**src/rtl/core/vector_l2_normalizer_unit_defines.svh**
```systemverilog
// Assertion macros shared by the vector normalizer RTL
`ifndef VECTOR_L2_NORMALIZER_UNIT_DEFINES_SVH
`define VECTOR_L2_NORMALIZER_UNIT_DEFINES_SVH

// Assert an implication on every clock edge outside reset
`define VLN_ASSERT_IMPL(label, ante, cons, msg) \
    label: assert property (@(posedge clk) disable iff (!rst_n) (ante) |-> (cons)) \
        else $error(msg);

// Assert an implication whose consequent holds in the cycle after the antecedent
`define VLN_ASSERT_NEXT(label, ante, cons, msg) \
    label: assert property (@(posedge clk) disable iff (!rst_n) (ante) |=> (cons)) \
        else $error(msg);

`endif

```
**src/rtl/core/vln_pkg.sv**
```systemverilog
// Shared types and constants for the vector normalizer
`timescale 1ns / 1ps
package vln_pkg;
    localparam int unsigned COMP_W = 16;
    localparam int unsigned SUM_W = 37;
    localparam int unsigned ROOT_W = 19;
    localparam int unsigned LEN_W = 7;
    localparam int unsigned DIV_STEPS = 32;
    localparam int unsigned SQRT_STEPS = 19;

    typedef enum logic [2:0] {
        ST_IDLE,
        ST_SQUARE,
        ST_ROOT,
        ST_FETCH,
        ST_DIVIDE,
        ST_EMIT
    } state_t;
endpackage

```
**src/rtl/core/vln_sqrt.sv**
```systemverilog
// Bit-pair iterative integer square root, one result bit for each pair of radicand bits
`timescale 1ns / 1ps
module vln_sqrt
(
    input  logic                          clk,
    input  logic                          rst_n,
    input  logic                          start,
    input  logic [vln_pkg::SUM_W-1:0]     radicand,
    output logic                          busy,
    output logic                          done,
    output logic [vln_pkg::ROOT_W-1:0]    root
);
    localparam int unsigned CNT_W = $clog2(vln_pkg::SQRT_STEPS + 1);

    logic [vln_pkg::SUM_W:0]      rem_reg, rem_next;
    logic [vln_pkg::SUM_W:0]      rad_reg, rad_next;
    logic [vln_pkg::ROOT_W-1:0]   root_reg, root_next;
    logic [CNT_W-1:0]             cnt_reg, cnt_next;
    logic                         busy_reg, busy_next;
    logic                         done_reg, done_next;
    logic [vln_pkg::SUM_W+1:0]    trial;
    logic [vln_pkg::SUM_W+1:0]    shifted;

    // Shift two radicand bits into the remainder and try subtracting 4*root+1
    always_comb
    begin
        shifted = {rem_reg[vln_pkg::SUM_W-1:0], rad_reg[vln_pkg::SUM_W:vln_pkg::SUM_W-1]};
        trial = shifted - {{(vln_pkg::SUM_W+2-vln_pkg::ROOT_W-2){1'b0}}, root_reg, 2'b01};
        rem_next = rem_reg;
        rad_next = rad_reg;
        root_next = root_reg;
        cnt_next = cnt_reg;
        busy_next = busy_reg;
        done_next = 1'b0;
        if (start && !busy_reg)
        begin
            rem_next = '0;
            rad_next = {1'b0, radicand};
            root_next = '0;
            cnt_next = CNT_W'(vln_pkg::SQRT_STEPS);
            busy_next = 1'b1;
        end
        else if (busy_reg)
        begin
            rad_next = {rad_reg[vln_pkg::SUM_W-2:0], 2'b00};
            if (!trial[vln_pkg::SUM_W+1])
            begin
                rem_next = trial[vln_pkg::SUM_W:0];
                root_next = {root_reg[vln_pkg::ROOT_W-2:0], 1'b1};
            end
            else
            begin
                rem_next = shifted[vln_pkg::SUM_W:0];
                root_next = {root_reg[vln_pkg::ROOT_W-2:0], 1'b0};
            end
            cnt_next = cnt_reg - 1'b1;
            if (cnt_reg == CNT_W'(1))
            begin
                busy_next = 1'b0;
                done_next = 1'b1;
            end
        end
    end

    always_ff @(posedge clk or negedge rst_n)
    begin
        if (!rst_n)
        begin
            busy_reg <= 1'b0;
            done_reg <= 1'b0;
            cnt_reg <= '0;
        end
        else
        begin
            busy_reg <= busy_next;
            done_reg <= done_next;
            cnt_reg <= cnt_next;
        end
    end

    always_ff @(posedge clk)
    begin
        rem_reg <= rem_next;
        rad_reg <= rad_next;
        root_reg <= root_next;
    end

    assign busy = busy_reg;
    assign done = done_reg;
    assign root = root_reg;
endmodule

```
**src/rtl/core/vln_div.sv**
```systemverilog
// Restoring divider for magnitude*32768 / norm, one quotient bit per cycle
`timescale 1ns / 1ps
module vln_div
(
    input  logic                          clk,
    input  logic                          rst_n,
    input  logic                          start,
    input  logic [vln_pkg::COMP_W:0]      magnitude,
    input  logic [vln_pkg::ROOT_W-1:0]    divisor,
    output logic                          busy,
    output logic                          done,
    output logic [vln_pkg::DIV_STEPS-1:0] quotient
);
    localparam int unsigned CNT_W = $clog2(vln_pkg::DIV_STEPS + 1);

    logic [vln_pkg::DIV_STEPS-1:0] quo_reg, quo_next;
    logic [vln_pkg::ROOT_W:0]      rem_reg, rem_next;
    logic [vln_pkg::ROOT_W-1:0]    dvs_reg, dvs_next;
    logic [CNT_W-1:0]              cnt_reg, cnt_next;
    logic                          busy_reg, busy_next;
    logic                          done_reg, done_next;
    logic [vln_pkg::ROOT_W:0]      shifted;
    logic [vln_pkg::ROOT_W+1:0]    diff;

    always_comb
    begin
        shifted = {rem_reg[vln_pkg::ROOT_W-1:0], quo_reg[vln_pkg::DIV_STEPS-1]};
        diff = {1'b0, shifted} - {2'b00, dvs_reg};
        quo_next = quo_reg;
        rem_next = rem_reg;
        dvs_next = dvs_reg;
        cnt_next = cnt_reg;
        busy_next = busy_reg;
        done_next = 1'b0;
        if (start && !busy_reg)
        begin
            quo_next = {{(vln_pkg::DIV_STEPS-vln_pkg::COMP_W-16){1'b0}}, magnitude, 15'd0};
            rem_next = '0;
            dvs_next = divisor;
            cnt_next = CNT_W'(vln_pkg::DIV_STEPS);
            busy_next = 1'b1;
        end
        else if (busy_reg)
        begin
            if (!diff[vln_pkg::ROOT_W+1])
            begin
                rem_next = diff[vln_pkg::ROOT_W:0];
                quo_next = {quo_reg[vln_pkg::DIV_STEPS-2:0], 1'b1};
            end
            else
            begin
                rem_next = shifted;
                quo_next = {quo_reg[vln_pkg::DIV_STEPS-2:0], 1'b0};
            end
            cnt_next = cnt_reg - 1'b1;
            if (cnt_reg == CNT_W'(1))
            begin
                busy_next = 1'b0;
                done_next = 1'b1;
            end
        end
    end

    always_ff @(posedge clk or negedge rst_n)
    begin
        if (!rst_n)
        begin
            busy_reg <= 1'b0;
            done_reg <= 1'b0;
            cnt_reg <= '0;
        end
        else
        begin
            busy_reg <= busy_next;
            done_reg <= done_next;
            cnt_reg <= cnt_next;
        end
    end

    always_ff @(posedge clk)
    begin
        quo_reg <= quo_next;
        rem_reg <= rem_next;
        dvs_reg <= dvs_next;
    end

    assign busy = busy_reg;
    assign done = done_reg;
    assign quotient = quo_reg;
endmodule

```
**src/rtl/core/vector_l2_normalizer_unit.sv**
```systemverilog
// Top level: L2 vector normalizer with shared square root and divider
// Accumulate: each component is transferred in IDLE, then square-added in SQUARE before the next is taken.
// Completion: square root, then per component fetch, divider load, divide, done and emit.
// Results appear one per strobe cycle and cannot be stalled by the receiver.
// Reset clears control state, loads vector_length to 64 and the square sum to one.
`timescale 1ns / 1ps
`include "vector_l2_normalizer_unit_defines.svh"
module vector_l2_normalizer_unit
#(
    parameter int unsigned MAX_DIMS = 64
)
(
    input  logic                                 clk,
    input  logic                                 rst_n,
    input  logic                                 start,
    output logic                                 busy,
    input  logic signed [vln_pkg::COMP_W-1:0]    component,
    input  logic                                 cfg_valid,
    output logic                                 cfg_ready,
    input  logic [vln_pkg::LEN_W-1:0]            cfg_data,
    output logic                                 strobe,
    output logic signed [vln_pkg::COMP_W-1:0]    normalized,
    output logic                                 last_of_vector
);
    localparam int unsigned IDX_W = $clog2(MAX_DIMS);
    localparam int unsigned CNT_W = $clog2(MAX_DIMS + 1);

    logic [vln_pkg::COMP_W-1:0]     mem [MAX_DIMS];
    logic [vln_pkg::COMP_W-1:0]     rd_reg;

    vln_pkg::state_t                state_reg, state_next;
    logic [vln_pkg::LEN_W-1:0]      len_reg;
    logic [CNT_W-1:0]               fill_reg, fill_next;
    logic [CNT_W-1:0]               idx_reg, idx_next;
    logic [vln_pkg::SUM_W-1:0]      sum_reg, sum_next;
    logic [vln_pkg::COMP_W-1:0]     in_reg;
    logic [vln_pkg::ROOT_W-1:0]     norm_reg, norm_next;
    logic signed [vln_pkg::COMP_W-1:0] out_reg, out_next;
    logic                           last_reg, last_next;
    logic                           stb_reg, stb_next;

    logic [CNT_W-1:0]               eff_len;
    logic                           accept;
    logic                           wr_en;
    logic [IDX_W-1:0]               wr_addr;
    logic [vln_pkg::COMP_W-1:0]     in_mag;
    logic [2*vln_pkg::COMP_W-1:0]   square;
    logic [CNT_W-1:0]               fill_inc;

    logic                           sq_start, sq_busy, sq_done;
    logic                           dv_start, dv_busy, dv_done;
    logic [vln_pkg::ROOT_W-1:0]     root;
    logic [vln_pkg::COMP_W:0]       rd_mag;
    logic [vln_pkg::DIV_STEPS-1:0]  quo;

    assign accept = start && (state_reg == vln_pkg::ST_IDLE);
    assign busy = (state_reg != vln_pkg::ST_IDLE);
    assign cfg_ready = 1'b1;

    always_comb
    begin
        priority if (len_reg == '0)
            eff_len = CNT_W'(1);
        else if ({{(32-vln_pkg::LEN_W){1'b0}}, len_reg} > MAX_DIMS)
            eff_len = CNT_W'(MAX_DIMS);
        else
            eff_len = CNT_W'(len_reg);
    end

    assign wr_en = accept;
    assign wr_addr = (fill_reg >= CNT_W'(MAX_DIMS)) ? IDX_W'(MAX_DIMS - 1) : fill_reg[IDX_W-1:0];
    assign fill_inc = {1'b0, wr_addr} + 1'b1;
    assign in_mag = in_reg[vln_pkg::COMP_W-1] ? (~in_reg + 1'b1) : in_reg;
    assign square = in_mag * in_mag;
    assign rd_mag = rd_reg[vln_pkg::COMP_W-1] ? ({1'b0, ~rd_reg} + 1'b1) : {1'b0, rd_reg};

    always_ff @(posedge clk)
    begin
        if (wr_en)
            mem[wr_addr] <= component;
        rd_reg <= mem[idx_reg[IDX_W-1:0]];
        in_reg <= accept ? component : in_reg;
    end

    always_comb
    begin
        state_next = state_reg;
        fill_next = fill_reg;
        idx_next = idx_reg;
        sum_next = sum_reg;
        norm_next = norm_reg;
        out_next = out_reg;
        last_next = last_reg;
        stb_next = 1'b0;
        sq_start = 1'b0;
        dv_start = 1'b0;
        unique case (state_reg)
            vln_pkg::ST_IDLE:
            begin
                if (start)
                begin
                    fill_next = fill_inc;
                    state_next = vln_pkg::ST_SQUARE;
                end
            end
            vln_pkg::ST_SQUARE:
            begin
                sum_next = sum_reg + {{(vln_pkg::SUM_W-2*vln_pkg::COMP_W){1'b0}}, square};
                if (fill_reg >= eff_len)
                begin
                    sq_start = 1'b1;
                    state_next = vln_pkg::ST_ROOT;
                end
                else
                    state_next = vln_pkg::ST_IDLE;
            end
            vln_pkg::ST_ROOT:
            begin
                if (sq_done)
                begin
                    norm_next = (root == '0) ? vln_pkg::ROOT_W'(1) : root;
                    idx_next = '0;
                    state_next = vln_pkg::ST_FETCH;
                end
            end
            vln_pkg::ST_FETCH:
            begin
                dv_start = 1'b0;
                state_next = vln_pkg::ST_DIVIDE;
            end
            vln_pkg::ST_DIVIDE:
            begin
                if (!dv_busy && !dv_done)
                    dv_start = 1'b1;
                if (dv_done)
                begin
                    if (rd_reg[vln_pkg::COMP_W-1])
                        out_next = (quo >= 32'd32768) ? 16'sh8000
                                   : vln_pkg::COMP_W'(~quo + 1'b1);
                    else
                        out_next = (quo > 32'd32767) ? 16'sh7FFF : vln_pkg::COMP_W'(quo);
                    last_next = (idx_reg + 1'b1 == fill_reg);
                    stb_next = 1'b1;
                    state_next = vln_pkg::ST_EMIT;
                end
            end
            vln_pkg::ST_EMIT:
            begin
                if (last_reg)
                begin
                    fill_next = '0;
                    sum_next = vln_pkg::SUM_W'(1);
                    state_next = vln_pkg::ST_IDLE;
                end
                else
                begin
                    idx_next = idx_reg + 1'b1;
                    state_next = vln_pkg::ST_FETCH;
                end
            end
            default: state_next = vln_pkg::ST_IDLE;
        endcase
    end

    always_ff @(posedge clk or negedge rst_n)
    begin
        if (!rst_n)
        begin
            state_reg <= vln_pkg::ST_IDLE;
            len_reg <= vln_pkg::LEN_W'(64);
            fill_reg <= '0;
            idx_reg <= '0;
            sum_reg <= vln_pkg::SUM_W'(1);
            stb_reg <= 1'b0;
            last_reg <= 1'b0;
        end
        else
        begin
            state_reg <= state_next;
            if (cfg_valid && cfg_ready)
                len_reg <= cfg_data;
            fill_reg <= fill_next;
            idx_reg <= idx_next;
            sum_reg <= sum_next;
            stb_reg <= stb_next;
            last_reg <= last_next;
        end
    end

    always_ff @(posedge clk)
    begin
        norm_reg <= norm_next;
        out_reg <= out_next;
    end

    vln_sqrt u_sqrt
    (
        .clk      (clk),
        .rst_n    (rst_n),
        .start    (sq_start),
        .radicand (sum_next),
        .busy     (sq_busy),
        .done     (sq_done),
        .root     (root)
    );

    vln_div u_div
    (
        .clk       (clk),
        .rst_n     (rst_n),
        .start     (dv_start),
        .magnitude (rd_mag),
        .divisor   (norm_reg),
        .busy      (dv_busy),
        .done      (dv_done),
        .quotient  (quo)
    );

    assign strobe = stb_reg;
    assign normalized = out_reg;
    assign last_of_vector = last_reg;

    `VLN_ASSERT_IMPL(a_strobe_in_emit, strobe, state_reg == vln_pkg::ST_EMIT, "strobe outside emit")
    `VLN_ASSERT_IMPL(a_units_exclusive, sq_busy, !dv_busy, "root and divider both busy")
    `VLN_ASSERT_NEXT(a_last_clears, strobe && last_of_vector, fill_reg == '0, "fill not cleared")
    `VLN_ASSERT_IMPL(a_fill_bound, 1'b1, fill_reg <= CNT_W'(MAX_DIMS), "fill count overflow")
endmodule

```
**config.mk**
```make
export PLATFORM = sky130hd
export DESIGN_NAME = vector_l2_normalizer_unit
export DESIGN_NICKNAME = d
export VERILOG_FILES = /design/src/rtl/core/vln_pkg.sv /design/src/rtl/core/vln_sqrt.sv /design/src/rtl/core/vln_div.sv /design/src/rtl/core/vector_l2_normalizer_unit.sv
export VERILOG_INCLUDE_DIRS = /design/src /design/src/rtl/core
export SDC_FILE = /design/constraint.sdc
export NUM_CORES = 2
export LEC_CHECK = 0
export BUFFER_PORTS_ARGS = -buffer_cell sky130_fd_sc_hd__buf_2
export CAP_MARGIN = 40
export CORE_MARGIN = 8
export CORE_UTILIZATION = 60
export DETAILED_ROUTE_END_ITERATION = 8
export PLACE_DENSITY = 0.83
export SETUP_SLACK_MARGIN = 0.3
export SLEW_MARGIN = 20
export SYNTH_ARGS = -nofsm -noshare
export SYNTH_HDL_FRONTEND = slang
export SYNTH_SLANG_ARGS = --single-unit
```
**constraint.sdc**
```tcl
create_clock -name clk -period 20 [get_ports clk]
set_input_delay 2 -clock clk [delete_from_list [all_inputs] [get_ports clk]]
set_output_delay 2 -clock clk [all_outputs]
set_load 0.05 [all_outputs]
```
==> impl_metrics.yaml <==
routing:
  drt_wl_total_um: 157000
  route.vias.total: 36700
  wl_per_cell_um: 27.5
  drc: 0
  drt_iter0_markers: 4238
  dr.pass1.iters: 6
  vias_per_cell: 6.42
  ant_nets: 0
layout:
  largest_register_ffs: 1024
  nFillCells: 6477
  layout_commonest_cell: "edfxtp_1"
  drive_above_1_share: 0.175
  syn2layout_area_growth_pct: 11.2
  nets: 4614
  final_cell_mix: "edfxtp_1, inv_1, nand2_1"
timing:
  tightest_slew_ns: 1.01
  rsz0062_at_grt: "false"
  setup_violations: 0
  hold_viol_final: 0
  min_period_ns: 9.09
  maxSlewViolCount: 0
  relSlewSlack: 0.329
  period_share: 0.454
  fmaxAchievable_mhz: 110
  tns_ns: 0
  skew_ns: 0.0401
clocking:
  cts_root_buf: "clkbuf_16"
  clock_sinks: 1333
  cts_buffers: 130
  htreeDepth: 4
  postCtsResizedCells: 0
  cts_buffer_depth: 3
  post_cts.repair.setup_buffers: 0
  clk_pin_slew_ns: 0.06
  clkLatencyLatePin_ns: 0.76
  cts_tree: "built"
  hold_buffers: 0
synth:
  synth-edff-count: 1148
  async_flop_share: 0.0585
  synth.ff_latch_count: 1333
  synthXorXnorAreaFrac: 0.0152
  ys.flop_type: "edfxtp_1"
  synth_top_cell_by_area: "edfxtp_1"
  synth_top_area_frac: 0.550
  synthCells: 4116
  synth_compound_gate_area_share: 0.0509
  synth_area_um2: 62600
  synth-adder-area-share: 0.0941
  synth_top_family_by_area: "multiplexers"
  synth.yosys.seq_area_share: 0.616
  synth_cell_types: 83
  yosysWarnings: 0
  syn_avg_cell_area_um2: 15.2
  synth_mux_area_frac: 0.128
  yosys.area_share.simple: 0.0582
  synth.area.top_cells: "edfxtp_1, mux4_2, fa_1, dfxtp_1, ha_1"
run:
  cap_viol_max_count: 0
setup_path:
  critPathArrivalTime_ns: 9.58
  path_class: "flip-flop to flip-flop"
  crit_fanout: 13
  critical_path_required_ns: 20.49
  start_kind: "flip-flop"
  end_kind: "flip-flop"
global_routing:
  grt_max_degree: 143
  grt_pass1_wl_um: 235000
  overflow: 0
  grt_usage: 0.270
  grt_pass1_vias: 37400
  antenna_found_initial: 4
hold_path:
  hold_path_class: "flip-flop to flip-flop"
floorplan:
  die-width_um: 339
  chipHeight_um: 339
  initial_core_util: 0.605
  fp-row-count: 118
  ios: 47
  dieArea_um2: 115000
  core_um2: 103000
placement:
  hpwl_um: 96000
  gp_congestion: 0.928
  port_buffers: 45
outcome:
  outcome: "complete, no violations"
synthesized netlist by cell type, types with 18 or more instances:
cell type  instances
o211ai_1          30
nand3_1           43
nor2_1           243
a22o_1            32
mux2i_1           23
ha_1             159
nand4_1           18
nand2_1          360
a21oi_1           83
fa_1             195
o21ai_0          152
nor3_1            40
xnor2_1           67
xor2_1            42
or3_1             28
clkbuf_1         159
dfrtp_1           76
edfxtp_1        1148
mux4_2           336
inv_1            415
mux2_2            20
buf_1             35
dfxtp_1          107
o31ai_1           18
a21o_1            34
worst max-delay path, stage by stage (launching register included):
cell and delay [ns]:
edfxtp_1 0.61, inv_1 0.28, ha_1 0.23, nand2_1 0.10
o41ai_1 0.33, xor2_1 0.76, clkinv_1 0.66, nand2_1 0.32
fa_1 0.47, fa_1 0.50, inv_1 0.06, fa_1 0.44
fa_1 0.55, inv_1 0.05, fa_1 0.52, inv_1 0.05
fa_1 0.43, ha_1 0.40, nand4_1 0.20, or4_1 0.58
a31oi_1 0.33, o21ai_1 0.20, o31ai_1 0.47, a31o_2 0.23
o21ai_0 0.06
stage by stage:
stage	worst slack, ns	utilization	instances	hold WS, ns	cell area (um2)
after floorplan	12.18	-	4126	0.400	62700
after global placement	11.27	0.625	5450	0.403	64700
after detailed placement	11.03	0.629	5471	0.405	65100
after CTS	11.06	0.671	5706	0.419	69500
after global routing	10.62	0.673	5716	0.425	69600
final	10.91	0.673	5718	0.419	69600
per-layer routing:
metal,global-route usage,up-vias,wire [um]
li1,-,15500,-
met1,0.343,18500,56300
met2,0.448,2225,78300
met3,0.0562,422,15100
met4,0.121,2,7710
met5,0,-,7
kinds of logic after synthesis:
group | Yosys count
and+or+nand+nor | 828
adders and majority gates | 354
muxes | 379
other | 2
xor gates and xnor gates | 109
AOI/OAI and AO/OA | 491
buffers and inverters | 620
DFF | 1333
final timing paths:
check	start	end	slack (ns)	cells after the start
max in group asynchronous	rst_n	idx_reg[3]$_DFFE_PN0P_	17.75	2
worst min-delay path	norm_reg[2]$_SDFFCE_PN0P_	u_div.dvs_reg[2]$_DFFE_PP_	0.42	0
worst max-delay path	in_reg[0]$_DFFE_PP_	u_sqrt.rad_reg[35]$_DFFE_PP_	10.91	24
worst min register to register	norm_reg[2]$_SDFFCE_PN0P_	u_div.dvs_reg[2]$_DFFE_PP_	0.42	0
min in group asynchronous	rst_n	sum_reg[24]$_DFF_PN0_	1.23	1
worst max register to register	in_reg[0]$_DFFE_PP_	u_sqrt.rad_reg[35]$_DFFE_PP_	10.91	24
final cells by class:
cell class	instances	area, um2	share of cell area
Antenna cell	2	5.00	0.0000719
Clock buffer	163	3520	0.0506
Clock inverter	72	898	0.0129
Inverter	422	1580	0.0227
Multi-Input combinational cell	2173	21800	0.313
Sequential cell	1333	38600	0.554
Tap cell	1380	1730	0.0248
Timing Repair Buffer	173	1550	0.0222
Power is not shown: default switching activity piles up to over one toggle a cycle in this logic, so the estimate is an artifact.
